### src/rtl/rlfe_pkg.sv
// ----------------------------------------------------------------------------
// rlfe_pkg: shared types, codes and functions of the frame line encoder
// Command and result payloads, internal command codes, CRC table and the
// serial part packer.
// ----------------------------------------------------------------------------
package rlfe_pkg;

  // Input request payload
  typedef struct packed {
    logic [2:0] func;
    logic [7:0] data_byte;
  } in_item_t;

  // Result payload
  typedef struct packed {
    logic [15:0] word;
    logic        last;
  } res_item_t;

  // Input function codes
  localparam logic [2:0] FUNC_START_BUF   = 3'd0;
  localparam logic [2:0] FUNC_START_FRAME = 3'd1;
  localparam logic [2:0] FUNC_FLAG        = 3'd2;
  localparam logic [2:0] FUNC_DATA        = 3'd3;
  localparam logic [2:0] FUNC_CRC         = 3'd4;
  localparam logic [2:0] FUNC_TAIL        = 3'd5;

  // Line modes; the byte mode is any code from MODE_BYTE upwards
  localparam logic [1:0] MODE_PULSE  = 2'd0;
  localparam logic [1:0] MODE_SERIAL = 2'd1;
  localparam logic [1:0] MODE_BYTE   = 2'd2;

  // Configuration register indexes
  localparam int unsigned CFG_DATA_W = 16;
  localparam logic [0:0] REG_LINE_MODE = 1'd0;
  localparam logic [0:0] REG_PERIOD    = 1'd1;
  localparam logic [15:0] PERIOD_RESET = 16'd18000;

  // Line constants
  localparam logic [7:0] FLAG_BYTE   = 8'h7E;
  localparam logic [7:0] ESC_BYTE    = 8'h7D;
  localparam logic [7:0] ESC_XOR     = 8'h20;
  localparam logic [5:0] PULSE_ONE   = 6'd47;
  localparam logic [5:0] PULSE_ZERO  = 6'd31;
  localparam logic [2:0] STUFF_RUN   = 3'd5;
  localparam logic [15:0] CRC_POLY_R = 16'h8408;

  // Command queue geometry
  localparam int unsigned Q_DEPTH = 4;
  localparam int unsigned Q_AW    = $clog2(Q_DEPTH);

  // Classified command codes
  typedef enum logic [2:0] {
    OP_START_BUF   = 3'd0,
    OP_START_FRAME = 3'd1,
    OP_FLAG        = 3'd2,
    OP_DATA        = 3'd3,
    OP_CRC         = 3'd4,
    OP_TAIL        = 3'd5
  } op_t;

  // Classified command as held in the queue
  typedef struct packed {
    op_t        op;
    logic [7:0] data;
  } cmd_t;

  // Configuration as seen by the back end
  typedef struct packed {
    logic [1:0]  line_mode;
    logic [15:0] period;
  } cfg_t;

  // Serial packer outcome for one part
  typedef struct packed {
    logic [7:0] shift;
    logic [2:0] fill;
    logic       emit;
    logic [7:0] bval;
  } ser_t;

  // Reflected CRC table entry, eight shift steps
  function automatic logic [15:0] crc_table(input logic [7:0] idx);
    logic [15:0] c;
    c = {8'h00, idx};
    for (int k = 0; k < 8; k++) begin
      c = c[0] ? ((c >> 1) ^ CRC_POLY_R) : (c >> 1);
    end
    return c;
  endfunction

  // Byte-wise CRC update, MSB first with the reflected table
  function automatic logic [15:0] crc_update(input logic [15:0] crc, input logic [7:0] b);
    return {crc[7:0], 8'h00} ^ crc_table(crc[15:8] ^ b);
  endfunction

  // Pack one part (01 for zero, 001 for one) LSB first into the open byte
  function automatic ser_t serial_part(input logic [7:0] sh, input logic [2:0] fill,
                                       input logic one);
    ser_t r;
    logic b;
    logic act;
    r.shift = sh;
    r.fill  = fill;
    r.emit  = 1'b0;
    r.bval  = 8'h00;
    for (int i = 0; i < 3; i++) begin
      act = one || (i < 2);
      b   = one ? (i == 2) : (i == 1);
      if (act) begin
        r.shift = {b, r.shift[7:1]};
        r.fill  = r.fill + 3'd1;
        if (r.fill == 3'd0) begin
          r.emit = 1'b1;
          r.bval = r.shift;
        end
      end
    end
    return r;
  endfunction

endpackage

### src/rtl/rlfe_front.sv
// ----------------------------------------------------------------------------
// rlfe_front: request intake and classification
// Registers one request, turns its function code into a command code, drops
// unused codes and pushes the command into the queue.
// ----------------------------------------------------------------------------
module rlfe_front import rlfe_pkg::*; (
  input  logic     clk,
  input  logic     rst,
  input  logic     cmd_valid,
  output logic     cmd_stall,
  input  in_item_t cmd,
  output logic     q_push,
  output cmd_t     q_item,
  input  logic     q_full
);

  logic f_valid;
  logic f_valid_next;
  cmd_t f_item;
  logic accept;
  logic known;
  op_t  op_dec;

  // Decode the function code
  always_comb begin
    known  = 1'b1;
    op_dec = OP_START_BUF;
    case (cmd.func)
      FUNC_START_BUF:   op_dec = OP_START_BUF;
      FUNC_START_FRAME: op_dec = OP_START_FRAME;
      FUNC_FLAG:        op_dec = OP_FLAG;
      FUNC_DATA:        op_dec = OP_DATA;
      FUNC_CRC:         op_dec = OP_CRC;
      FUNC_TAIL:        op_dec = OP_TAIL;
      default:          known  = 1'b0;
    endcase
  end

  // Hold while the queue is full
  assign cmd_stall    = f_valid && q_full;
  assign accept       = cmd_valid && !cmd_stall;
  assign f_valid_next = (f_valid && q_full) || (accept && known);

  always_ff @(posedge clk) begin
    if (rst) begin
      f_valid <= 1'b0;
    end else begin
      f_valid <= f_valid_next;
    end
  end

  // Capture the classified command
  always_ff @(posedge clk) begin
    if (accept) begin
      f_item.op   <= op_dec;
      f_item.data <= cmd.data_byte;
    end
  end

  assign q_push = f_valid;
  assign q_item = f_item;

endmodule

### src/rtl/rlfe_queue.sv
// ----------------------------------------------------------------------------
// rlfe_queue: command queue
// Short first-in first-out store between intake and execution.
// ----------------------------------------------------------------------------
module rlfe_queue import rlfe_pkg::*; (
  input  logic clk,
  input  logic rst,
  input  logic push,
  input  cmd_t push_item,
  output logic full,
  input  logic pop,
  output logic head_valid,
  output cmd_t head
);

  cmd_t            mem [Q_DEPTH];
  logic [Q_AW-1:0] wr_ptr;
  logic [Q_AW-1:0] rd_ptr;
  logic [Q_AW:0]   count;
  logic            do_push;
  logic            do_pop;

  assign full       = (count == (Q_AW+1)'(Q_DEPTH));
  assign head_valid = (count != '0);
  assign do_push    = push && !full;
  assign do_pop     = pop && head_valid;
  assign head       = mem[rd_ptr];

  // Advance pointers and occupancy
  always_ff @(posedge clk) begin
    if (rst) begin
      wr_ptr <= '0;
      rd_ptr <= '0;
      count  <= '0;
    end else begin
      if (do_push) begin
        wr_ptr <= wr_ptr + 1'b1;
      end
      if (do_pop) begin
        rd_ptr <= rd_ptr + 1'b1;
      end
      count <= count + (Q_AW+1)'(do_push) - (Q_AW+1)'(do_pop);
    end
  end

  // Store the entry
  always_ff @(posedge clk) begin
    if (do_push) begin
      mem[wr_ptr] <= push_item;
    end
  end

endmodule

### src/rtl/rlfe_back.sv
// ----------------------------------------------------------------------------
// rlfe_back: command execution
// Holds CRC and line state, steps one line part per cycle unless stalled, and
// drives the result register. The newest result waits in a pending slot so
// that the final one of a request can be marked.
// ----------------------------------------------------------------------------
module rlfe_back import rlfe_pkg::*; (
  input  logic      clk,
  input  logic      rst,
  input  cfg_t      cfg,
  input  logic      q_valid,
  input  cmd_t      q_head,
  output logic      q_pop,
  output logic      res_valid,
  input  logic      res_stall,
  output res_item_t res
);

  typedef enum logic [2:0] {
    ST_IDLE  = 3'b001,
    ST_RUN   = 3'b010,
    ST_FLUSH = 3'b100
  } state_t;

  state_t      state, state_next;
  op_t         op, op_next;
  logic [7:0]  cur_byte, cur_byte_next;
  logic [7:0]  next_byte, next_byte_next;
  logic        more, more_next;
  logic [3:0]  cnt, cnt_next;
  logic        stuff_pend, stuff_pend_next;
  logic        esc_second, esc_second_next;
  logic [15:0] crc_reg, crc_reg_next;
  logic [2:0]  ones_run, ones_run_next;
  logic [15:0] remainder, remainder_next;
  logic [5:0]  held_pulse, held_pulse_next;
  logic        held_valid, held_valid_next;
  logic [7:0]  shift_byte, shift_byte_next;
  logic [2:0]  bit_fill, bit_fill_next;
  logic        pend_valid, pend_valid_next;
  logic [15:0] pend_word, pend_word_next;
  logic        out_valid, out_valid_next;
  logic [15:0] out_word, out_word_next;
  logic        out_last, out_last_next;

  logic        adv;
  logic        byte_mode;
  logic        emit;
  logic [15:0] emit_word;
  logic        part_req;
  logic        part_one;
  logic        done;
  logic        byte_done;
  logic        bit_val;
  logic [3:0]  cnt_m1;
  logic [2:0]  ones_inc;
  logic [5:0]  pulse_d;
  logic [15:0] pulse_cost;
  logic [16:0] tail_sum;
  logic [3:0]  pad_n;
  logic [15:0] pad_wide;
  ser_t        ser;

  assign adv       = !out_valid || !res_stall;
  assign byte_mode = (cfg.line_mode >= MODE_BYTE);
  assign cnt_m1    = cnt - 4'd1;
  assign bit_val   = cur_byte[cnt_m1[2:0]];
  assign ones_inc  = ones_run + 3'd1;
  assign pulse_d   = part_one ? PULSE_ONE : PULSE_ZERO;
  assign pulse_cost = 16'(pulse_d) + 16'd1;
  assign tail_sum  = {1'b0, remainder} + 17'(held_pulse);
  assign pad_n     = 4'd8 - 4'(bit_fill);
  assign pad_wide  = {8'hFF, shift_byte} >> pad_n;
  assign ser       = serial_part(shift_byte, bit_fill, part_one);

  always_comb begin
    state_next      = state;
    op_next         = op;
    cur_byte_next   = cur_byte;
    next_byte_next  = next_byte;
    more_next       = more;
    cnt_next        = cnt;
    stuff_pend_next = stuff_pend;
    esc_second_next = esc_second;
    crc_reg_next    = crc_reg;
    ones_run_next   = ones_run;
    remainder_next  = remainder;
    held_pulse_next = held_pulse;
    held_valid_next = held_valid;
    shift_byte_next = shift_byte;
    bit_fill_next   = bit_fill;
    pend_valid_next = pend_valid;
    pend_word_next  = pend_word;
    out_valid_next  = out_valid && res_stall;
    out_word_next   = out_word;
    out_last_next   = out_last;
    q_pop     = 1'b0;
    emit      = 1'b0;
    emit_word = 16'h0000;
    part_req  = 1'b0;
    part_one  = 1'b0;
    done      = 1'b0;
    byte_done = 1'b0;

    case (state)
      // Take the next command and set it up
      ST_IDLE: begin
        if (adv && q_valid) begin
          q_pop   = 1'b1;
          op_next = q_head.op;
          cnt_next        = 4'd8;
          stuff_pend_next = 1'b0;
          esc_second_next = 1'b0;
          case (q_head.op)
            OP_START_BUF: begin
              ones_run_next   = 3'd0;
              held_valid_next = 1'b0;
              remainder_next  = cfg.period;
            end
            OP_START_FRAME: begin
              crc_reg_next = 16'h0000;
            end
            OP_FLAG: begin
              cnt_next   = 4'd0;
              state_next = ST_RUN;
            end
            OP_DATA: begin
              cur_byte_next = q_head.data;
              more_next     = 1'b0;
              crc_reg_next  = crc_update(crc_reg, q_head.data);
              state_next    = ST_RUN;
            end
            OP_CRC: begin
              cur_byte_next  = crc_reg[15:8];
              next_byte_next = crc_reg[7:0];
              more_next      = 1'b1;
              crc_reg_next   = crc_update(crc_reg, crc_reg[15:8]);
              state_next     = ST_RUN;
            end
            OP_TAIL: begin
              state_next = ST_RUN;
            end
            default: begin
            end
          endcase
        end
      end

      // One line step per cycle while the result port is not stalled
      ST_RUN: begin
        if (adv) begin
          case (op)
            OP_FLAG: begin
              if (byte_mode) begin
                emit      = 1'b1;
                emit_word = 16'(FLAG_BYTE);
                done      = 1'b1;
              end else begin
                part_req = 1'b1;
                part_one = (cnt != 4'd0) && (cnt != 4'd7);
                cnt_next = cnt + 4'd1;
                done     = (cnt == 4'd7);
              end
            end
            OP_DATA, OP_CRC: begin
              if (byte_mode) begin
                if (!esc_second) begin
                  emit = 1'b1;
                  if (cur_byte == FLAG_BYTE || cur_byte == ESC_BYTE) begin
                    emit_word       = 16'(ESC_BYTE);
                    esc_second_next = 1'b1;
                  end else begin
                    emit_word = 16'(cur_byte);
                    byte_done = 1'b1;
                  end
                end else begin
                  emit            = 1'b1;
                  emit_word       = 16'(cur_byte ^ ESC_XOR);
                  esc_second_next = 1'b0;
                  byte_done       = 1'b1;
                end
              end else if (stuff_pend) begin
                part_req        = 1'b1;
                part_one        = 1'b0;
                stuff_pend_next = 1'b0;
                byte_done       = (cnt == 4'd0);
              end else begin
                part_req = 1'b1;
                part_one = bit_val;
                cnt_next = cnt_m1;
                if (bit_val) begin
                  if (ones_inc == STUFF_RUN) begin
                    ones_run_next   = 3'd0;
                    stuff_pend_next = 1'b1;
                  end else begin
                    ones_run_next = ones_inc;
                  end
                end else begin
                  ones_run_next = 3'd0;
                end
                byte_done = (cnt_m1 == 4'd0) && !(bit_val && ones_inc == STUFF_RUN);
              end
              // Move on to the low CRC byte or finish
              if (byte_done) begin
                if (more) begin
                  cur_byte_next   = next_byte;
                  more_next       = 1'b0;
                  crc_reg_next    = crc_update(crc_reg, next_byte);
                  cnt_next        = 4'd8;
                  esc_second_next = 1'b0;
                end else begin
                  done = 1'b1;
                end
              end
            end
            OP_TAIL: begin
              if (cfg.line_mode == MODE_PULSE) begin
                if (held_valid) begin
                  emit            = 1'b1;
                  emit_word       = tail_sum[16] ? 16'hFFFF : tail_sum[15:0];
                  held_valid_next = 1'b0;
                end
              end else if (cfg.line_mode == MODE_SERIAL) begin
                if (bit_fill != 3'd0) begin
                  emit            = 1'b1;
                  emit_word       = 16'(pad_wide[7:0]);
                  shift_byte_next = pad_wide[7:0];
                  bit_fill_next   = 3'd0;
                end
              end
              done = 1'b1;
            end
            default: begin
              done = 1'b1;
            end
          endcase
          if (done) begin
            state_next = ST_FLUSH;
          end
        end
      end

      // Release the final result of the request
      ST_FLUSH: begin
        if (adv) begin
          if (pend_valid) begin
            out_valid_next  = 1'b1;
            out_word_next   = pend_word;
            out_last_next   = 1'b1;
            pend_valid_next = 1'b0;
          end
          state_next = ST_IDLE;
        end
      end

      default: begin
        state_next = ST_IDLE;
      end
    endcase

    // Apply one line part
    if (part_req) begin
      if (cfg.line_mode == MODE_PULSE) begin
        if (held_valid) begin
          emit      = 1'b1;
          emit_word = 16'(held_pulse);
        end
        held_pulse_next = pulse_d;
        held_valid_next = 1'b1;
        remainder_next  = (remainder > pulse_cost) ? (remainder - pulse_cost) : 16'h0000;
      end else begin
        shift_byte_next = ser.shift;
        bit_fill_next   = ser.fill;
        if (ser.emit) begin
          emit      = 1'b1;
          emit_word = 16'(ser.bval);
        end
      end
    end

    // Push the older pending result out, keep the new one back
    if (emit) begin
      if (pend_valid) begin
        out_valid_next = 1'b1;
        out_word_next  = pend_word;
        out_last_next  = 1'b0;
      end
      pend_valid_next = 1'b1;
      pend_word_next  = emit_word;
    end
  end

  // Control state
  always_ff @(posedge clk) begin
    if (rst) begin
      state      <= ST_IDLE;
      crc_reg    <= 16'h0000;
      ones_run   <= 3'd0;
      remainder  <= 16'h0000;
      held_pulse <= 6'd0;
      held_valid <= 1'b0;
      shift_byte <= 8'h00;
      bit_fill   <= 3'd0;
      pend_valid <= 1'b0;
      out_valid  <= 1'b0;
    end else begin
      state      <= state_next;
      crc_reg    <= crc_reg_next;
      ones_run   <= ones_run_next;
      remainder  <= remainder_next;
      held_pulse <= held_pulse_next;
      held_valid <= held_valid_next;
      shift_byte <= shift_byte_next;
      bit_fill   <= bit_fill_next;
      pend_valid <= pend_valid_next;
      out_valid  <= out_valid_next;
    end
  end

  // Working payload
  always_ff @(posedge clk) begin
    op         <= op_next;
    cur_byte   <= cur_byte_next;
    next_byte  <= next_byte_next;
    more       <= more_next;
    cnt        <= cnt_next;
    stuff_pend <= stuff_pend_next;
    esc_second <= esc_second_next;
    pend_word  <= pend_word_next;
    out_word   <= out_word_next;
    out_last   <= out_last_next;
  end

  assign res_valid = out_valid;
  assign res.word  = out_word;
  assign res.last  = out_last;

endmodule

### src/rtl/rc_link_frame_line_encoder_unit.sv
// ----------------------------------------------------------------------------
// rc_link_frame_line_encoder_unit: frame line encoder top level
// Turns framing requests and payload bytes into pulse durations, packed
// serial bytes or escaped bytes, with a running 16-bit CRC.
// ----------------------------------------------------------------------------
// The encoder takes one request per cycle, unless cmd_stall is raised, into
// a four-entry command queue and produces at most one result per cycle. The
// execution sequencer takes a command in ST_IDLE, steps through one line
// part or output byte at a time (a data byte in pulse or serial mode is
// 8 parts plus one per stuffed zero, a flag is 8 parts, a CRC request is two
// bytes, byte mode sends one or two bytes per data byte), and releases the
// final result in ST_FLUSH; start requests end in ST_IDLE. A stalled result
// port holds the sequencer; requests keep entering until the queue fills.
// Each result carries last on the final word a request caused; a request
// with no result gives no word. Configuration is written through cfg_we,
// cfg_index and cfg_data: index 0 line mode, index 1 period budget.
module rc_link_frame_line_encoder_unit import rlfe_pkg::*; (
  input  logic                  clk,
  input  logic                  rst,
  input  logic                  cfg_we,
  input  logic [0:0]            cfg_index,
  input  logic [CFG_DATA_W-1:0] cfg_data,
  input  logic                  cmd_valid,
  output logic                  cmd_stall,
  input  in_item_t              cmd,
  output logic                  res_valid,
  input  logic                  res_stall,
  output res_item_t             res
);

  cfg_t cfg;
  logic q_push;
  cmd_t q_item;
  logic q_full;
  logic q_pop;
  logic q_valid;
  cmd_t q_head;

  // Configuration registers
  always_ff @(posedge clk) begin
    if (rst) begin
      cfg.line_mode <= MODE_PULSE;
      cfg.period    <= PERIOD_RESET;
    end else if (cfg_we) begin
      case (cfg_index)
        REG_LINE_MODE: cfg.line_mode <= cfg_data[1:0];
        REG_PERIOD:    cfg.period    <= cfg_data[15:0];
        default: begin
        end
      endcase
    end
  end

  rlfe_front u_front (
    .clk       (clk),
    .rst       (rst),
    .cmd_valid (cmd_valid),
    .cmd_stall (cmd_stall),
    .cmd       (cmd),
    .q_push    (q_push),
    .q_item    (q_item),
    .q_full    (q_full)
  );

  rlfe_queue u_queue (
    .clk        (clk),
    .rst        (rst),
    .push       (q_push),
    .push_item  (q_item),
    .full       (q_full),
    .pop        (q_pop),
    .head_valid (q_valid),
    .head       (q_head)
  );

  rlfe_back u_back (
    .clk       (clk),
    .rst       (rst),
    .cfg       (cfg),
    .q_valid   (q_valid),
    .q_head    (q_head),
    .q_pop     (q_pop),
    .res_valid (res_valid),
    .res_stall (res_stall),
    .res       (res)
  );

endmodule
### config.mk
export PLATFORM = sky130hd
export DESIGN_NAME = rc_link_frame_line_encoder_unit
export DESIGN_NICKNAME = d
export VERILOG_FILES = /design/src/rtl/rlfe_pkg.sv /design/src/rtl/rlfe_front.sv /design/src/rtl/rlfe_queue.sv /design/src/rtl/rlfe_back.sv /design/src/rtl/rc_link_frame_line_encoder_unit.sv
export SDC_FILE = /design/constraint.sdc
export NUM_CORES = 1
export LEC_CHECK = 0
export BUFFER_PORTS_ARGS = -buffer_cell sky130_fd_sc_hd__buf_2
export CAP_MARGIN = 0
export CORE_UTILIZATION = 30
export DETAILED_ROUTE_END_ITERATION = 6
export PLACE_DENSITY = 0.5
export SYNTH_ARGS = -nofsm -noshare
export SYNTH_HDL_FRONTEND = slang
export SYNTH_SLANG_ARGS = --single-unit
### constraint.sdc
create_clock -name clk -period 5.05 [get_ports clk]
set_clock_uncertainty 0.2 [all_clocks]
set_input_delay 0.2525 -clock clk [delete_from_list [all_inputs] [get_ports clk]]
set_output_delay 0.2525 -clock clk [all_outputs]
set_load 0.005 [all_outputs]
Yosys cells after proc, flatten, opt, wreduce, memory -nomap -nowiden
Memory sizes are Yosys's and may differ from the RTL's. A register that Yosys moved wholly into a read port is not among the register bits.
Index checks and enable logic that the tools add are counted.
Widths: inputs -> output; s select.

word-level totals
  output and inout port bits = 19
  memory bits (writable) = 44
  bits in latches = 0
  memories = 1
  register bits = 154
  input port bits = 33
  memory bits (read-only) = 0
  word-level logic and storage cells = 368

cells by class
  mux-type cells = 200
  equality and inequality tests = 39
  multipliers = 0
  bitwise logic cells = 32
  add/subtract/negate cells = 14
  div/mod/pow operators = 0
  shift-type cells = 1
  magnitude comparators = 3
  reductions and logical operators = 50

memories
  memory       words  width  read ports  clocked after memory_dff  write ports  line              source
  u_queue.mem  4      11     1           1                         1            rlfe_queue.sv:16  cmd_t mem [Q_DEPTH];

operators by type and width
  operator            number
  $mux 16             51
  $mux 8              16
  $pmux 16 s3         2
  $mux 1              77
  $mux 3              21
  $not 2->3           21
  $xor 16x16->16      3
  $mux 4              8
  $pmux 16 s2         1
  $pmux 8 s2          2
  $eq 3x3->1 const B  9
  $mux 9              3
  $xor 8x8->8         3
  $eq 3x2->1 const B  7
  $reduce_and 7->1    3
  $mux 20             1
  $add 16x6->17       1
  $eq 8x7->1 const B  2
  $gt 16x16->1        1
  $pmux 1 s2          8
  $pmux 4 s2          2
  $shr 16x4->8        1
  $sub 16x16->16      1
  $logic_not 3->1     5
  other kinds (44)    90

Longest topological paths before layout
  word-level depth = 23
  depth in mapped cells = 19
  depth with buffers taken out = 14

Cells and area by module
From an unflattened synthesis, not the netlist that was laid out.

unflattened totals
  cells, all modules = 1099
  area, all modules = 11040.6 µm²

by module, submodules not included
  module                           instances  cells an instance  area an instance (µm²)  sequential area each (µm²)
  rlfe_back                        1          891                7768.7                  2822.7
  rlfe_queue                       1          106                2062.0                  1501.4
  rc_link_frame_line_encoder_unit  1          74                 749.5                   360.3
  rlfe_front                       1          28                 460.4                   350.3

Least setup slack after synthesis
Ideal clock, no wire load.

  path type = flip-flop to flip-flop
  start = reg u_back.cnt[0]
  end = reg u_back.remainder[11]
  buffers on the path = 5
  library setup time = 128 ps
  required time = 4722 ps
  cell stages (with the launch flop) = 19
  setup slack = 965 ps
  clock period less this slack = 4085 ps
  data arrival time = 3758 ps
  path through = edfxtp_1 > buf_6 > inv_1 > ha_1 > buf_2 > or3b_2 > and4_1 > o31a_1 > buf_2 > inv_1 > ha_1 > or4b_2 > o21ai_0 > a41o_1 > buf_2 > buf_6 > nor2_1 > a221oi_1 > nor2_1

on the way
  longest elaborated chain between the ends = 14
  elaborated cells between the ends (all ways) = 19
  those cells by class = 3 x add/sub; 1 x order compare; 1 x eq/ne; 12 x mux; 2 x reduce/logical

ends and longest elaborated chain
  what                                                   line              source
  from (decl)                                            rlfe_back.sv:30   logic [3:0] cnt, cnt_next;
  from (signal assigned)                                 rlfe_back.sv:326  cnt <= cnt_next;
  $sub 4x1->4                                            rlfe_back.sv:66   assign cnt_m1 = cnt - 4'd1;
  $bmux 1 s3                                             rlfe_back.sv:67   assign bit_val = cur_byte[cnt_m1[2:0]];
  $mux 1 (not written as such)                           rlfe_back.sv:67
  $mux 1                                                 rlfe_back.sv:182  end else if (stuff_pend) begin
  $mux 1                                                 rlfe_back.sv:166  if (byte_mode) begin
  $pmux 1 s2 *                                           rlfe_back.sv:152  case (op)
  $mux 1 *                                               rlfe_back.sv:151  if (adv) begin
  $mux 1 *                                               rlfe_back.sv:105  case (state)
  $mux 6 *                                               rlfe_back.sv:69   assign pulse_d = part_one ? PULSE_ONE : PULSE_ZERO;
  net u_back.pulse_d[4]                                  rlfe_back.sv:57   logic [5:0] pulse_d;
  $add 6x1->7 *                                          rlfe_back.sv:70   assign pulse_cost = 16'(pulse_d) + 16'd1;
  $sub 16x16->16 / $gt 16x16->1 (equally long branches)  rlfe_back.sv:270  remainder_next = (remainder > pulse_cost) ? (remainder - pulse_cost) : 16'h0000;
  $mux 16 *                                              rlfe_back.sv:270
  $mux 16 *                                              rlfe_back.sv:263  if (cfg.line_mode == MODE_PULSE) begin
  $mux 16 *                                              rlfe_back.sv:262  if (part_req) begin
  to (signal assigned)                                   rlfe_back.sv:310  remainder <= remainder_next;
  to (decl)                                              rlfe_back.sv:35   logic [15:0] remainder, remainder_next;

The timed path passes the listed nets; every way through them passes the cells marked *. The select of a mux whose other input is x is not followed.
A chain may end at the register's enable or synchronous reset.

Worst setup path after layout
  start = reg u_back.cnt[0]
  end = reg u_back.remainder[13]

Same word-level chain as after synthesis.

==> results.tsv <==
stage	metric	value	unit
synthesis	synthCells	1077	
grt	grt_max_degree	46	
drt	vias	8306	
setup_path	worstReg2RegEnd	u_back.remainder[13]	
grt	antenna_found_initial	0	
drt	wl_per_cell	17.0	µm
synthesis	async_reset_ff_frac	0	
clocking	cts_setup_buffers	0	
drt	drt_iter0_markers	652	
setup_path	critical_path.max_fanout	18	
finish	diodes	0	
placement	place.gp.congestion	0.824	
synthesis	synthesis.area	10800	µm²
sta	hold_viol_final	0	
grt	grt_pass1_wl	43200	µm
drt	wl_met1	13400	µm
finish	drive_above_1_share	0.123	
floorplanning	coreArea	35500	µm²
worst_hold_path	holdCritPathClass	input port to flip-flop	
placement	dp_cells	1542	
finish	area_delta_synth_final	14.8	%
synthesis	syn_area_per_cell	10.0	µm²
clocking	cts_resized	0	
sta	fin_setup_tns	0	ps
clocking	cts.path.max_buffers	2	
setup_path	path_class	flip-flop to flip-flop	
finish	final_area	12400	µm²
sta	slew_headroom	0.320	
finish	finalNonFillerCells	1608	
finish	reg_top3	u_queue.mem (44), cfg (18)	
sta	fmax	0.213	GHz
finish	nNetsFinal	1196	
drt	route.met3.wl	1130	µm
floorplanning	start_util	0.304	
run	cap_violations	0	
floorplanning	die_x	192	µm
sta	timing.final.crit_share	0.928	
placement	dp_hpwl	19500	µm
synthesis	synth_cell_types	88	
clocking	cts_max_level	4	
floorplanning	die-area	36700	µm²
floorplanning	pin_count	52	
power_and_ir_drop	ir_drop	0.243	mV
sta	fin_crit	4690	ps
drt	drcViolationCount	0	
setup_path	critPathCaptureType	flip-flop	
sta	holdWs	28.6	ps
drt	top_layer	met4	
floorplanning	die_h	192	µm
sta	maxSlewViolCount	0	
power_and_ir_drop	power.density	446	nW/µm²
clocking	clk_pin_slew	80	ps
setup_path	r2r_slack	360	ps
finish	fill_cells	3530	
grt	overflow	0	
synthesis	synth_ff_type	edfxtp_1	
drt	dr.pass1.iters	7	
drt	drt_wl_total	27400	µm
drt	wl_met2	12400	µm
sta	tightestPinTransition	1020	ps
synthesis	synth_enable_flop_cells	113	
setup_path	crit_start	u_back.cnt[0]	
synthesis	seq_area_frac_synth	0.466	
synthesis	synth_nets	1139	
setup_path	worstPathRequired	5160	ps
placement	dpl_cell_area	11500	µm²
clocking	root_buffer	clkbuf_16	
power_and_ir_drop	static-leakage-power	4.34	nW
setup_path	worstSetupEndpoint	u_back.remainder[13]	
sta	rsz0062_at_grt	no	
clocking	tritoncts	yes	
sta	setup_viol	0	
clocking	clock_latency	450	ps
finish	largest_register_ffs	44	
clocking	numClockSinks	195	
drt	via_per_inst	5.17	
clocking	numCtsBuffers	17	
finish	top_register	u_queue.mem	
floorplanning	rows	69	
status	status	finished clean	
synthesis	yosys_warnings	0	
setup_path	timing.rr.start	u_back.cnt[0]	
clocking	ctsHoldBuffers	34	
synthesis	synth_seq_cells	195	
drt	ant_nets	0	
setup_path	cp.arrival	4800	ps
setup_path	critPathLaunchType	flip-flop	
grt	first_global_vias	7662	
grt	grt_use_total	0.150	
placement	port_buffers	51	
setup_path	r2r_cells	13	
==> metrics by stage <==
step	worst slack, ps	power (mW)	util
2_1_floorplan	965	3.66	-
3_3_place_gp	552	4.16	0.323
3_5_place_dp	414	4.16	0.323
4_1_cts	384	5.55	0.349
5_1_grt	27.5	5.86	0.349
6_report	363	5.52	0.349
==> worst min-delay path by stage <==
stage / startpoint / end / slack [ps] / cells after the start
after floorplan: cmd[0] / u_front.q_item[0] / 150 / 0
after global placement: cmd[1] / u_front.q_item[1] / 230 / 1
after detailed placement: cmd[5] / u_front.q_item[5] / 230 / 1
after CTS: cfg_index / cfg[16] / 30 / 4
after global routing: cfg_index / cfg[17] / 80 / 4
final: cfg_index / cfg[16] / 30 / 4
==> power by group <==
group          total, mW  leakage [nW]  internal, mW  switching (mW)
logic               1.96          2.33         0.834            1.13
registers           2.20          1.72          1.93           0.271
clock network       1.36         0.290         0.688           0.670
total               5.52          4.34          3.45            2.07
==> cell type report <==
| cell class | instances | area [µm²] | area share |
|---|---|---|---|
| Timing Repair Buffer | 101 | 716 | 0.0578 |
| Tap cell | 461 | 577 | 0.0466 |
| Clock inverter | 13 | 133 | 0.0107 |
| Multi-Input combinational cell | 785 | 5350 | 0.432 |
| Sequential cell | 195 | 5030 | 0.406 |
| Clock buffer | 19 | 454 | 0.0367 |
| Inverter | 34 | 128 | 0.0103 |
==> cell usage after synthesis (5+ instances only) <==
cell | number | area, µm²
mux2i_1 | 38 | 380
a211oi_1 | 16 | 120
and2_1 | 12 | 75.1
nand2_1 | 116 | 435
a21oi_1 | 81 | 405
buf_2 | 13 | 65.1
o22ai_1 | 13 | 81.3
nand3b_1 | 11 | 82.6
nor3_1 | 27 | 135
o31ai_1 | 6 | 45.0
nor2_1 | 103 | 387
a31oi_1 | 15 | 93.8
mux4_2 | 17 | 383
a22oi_1 | 10 | 75.1
o221ai_1 | 5 | 43.8
ha_1 | 27 | 338
xnor2_1 | 38 | 333
edfxtp_1 | 113 | 3390
inv_1 | 33 | 124
nand3_1 | 15 | 75.1
a21o_1 | 7 | 52.6
nor2b_1 | 14 | 87.6
nand4_1 | 8 | 50.1
or2_2 | 6 | 37.5
o21ai_0 | 51 | 255
clkbuf_1 | 39 | 146
nand2b_1 | 8 | 50.1
buf_1 | 5 | 18.8
a311oi_1 | 8 | 70.1
and3_1 | 8 | 50.1
xor2_1 | 18 | 158
dfxtp_1 | 82 | 1640
a221oi_1 | 10 | 87.6
==> logic make-up (layout without fill, tap and decap cells) <==
family / count (synthesis) / count (layout) / synth area share
XOR/XNOR: 60 / 60 / 0.0526
flip-flops: 195 / 195 / 0.466
AND/OR/NAND/NOR: 364 / 364 / 0.166
adder cells (fa/ha/maj): 29 / 29 / 0.0350
buffers and inverters: 97 / 167 / 0.0387
multiplexers: 57 / 57 / 0.0728
AO/OA/AOI/OAI: 275 / 275 / 0.168
==> placed cells by master, fill, tap and decap left out, drive strengths merged, types with 38 or more instances in the layout <==
cell type,synthesis,routed
a21oi,83,83
nor2,103,103
edfxtp,113,113
xnor2,40,40
inv,33,41
mux2i,38,38
buf,24,67
dfxtp,82,82
o21ai,54,54
nand2,117,117
==> metal layers <==
layer,GRT usage,up-vias
li1,-,4088
met1,0.218,4008
met2,0.231,185
met3,0.0225,25
met4,0.0409,0
met5,0,-
==> critical path, stage by stage, from the launching register on <==
cell	delay, ps
edfxtp_1	550
inv_1	170
ha_1	300
or3b_2	480
and4_1	240
o31a_1	270
inv_1	210
ha_1	250
or4b_2	590
o21ai_0	180
a41o_1	560
o21ai_0	190
a221oi_1	290
nor2_1	80
Note: power is estimated with default switching activity, not from simulation.
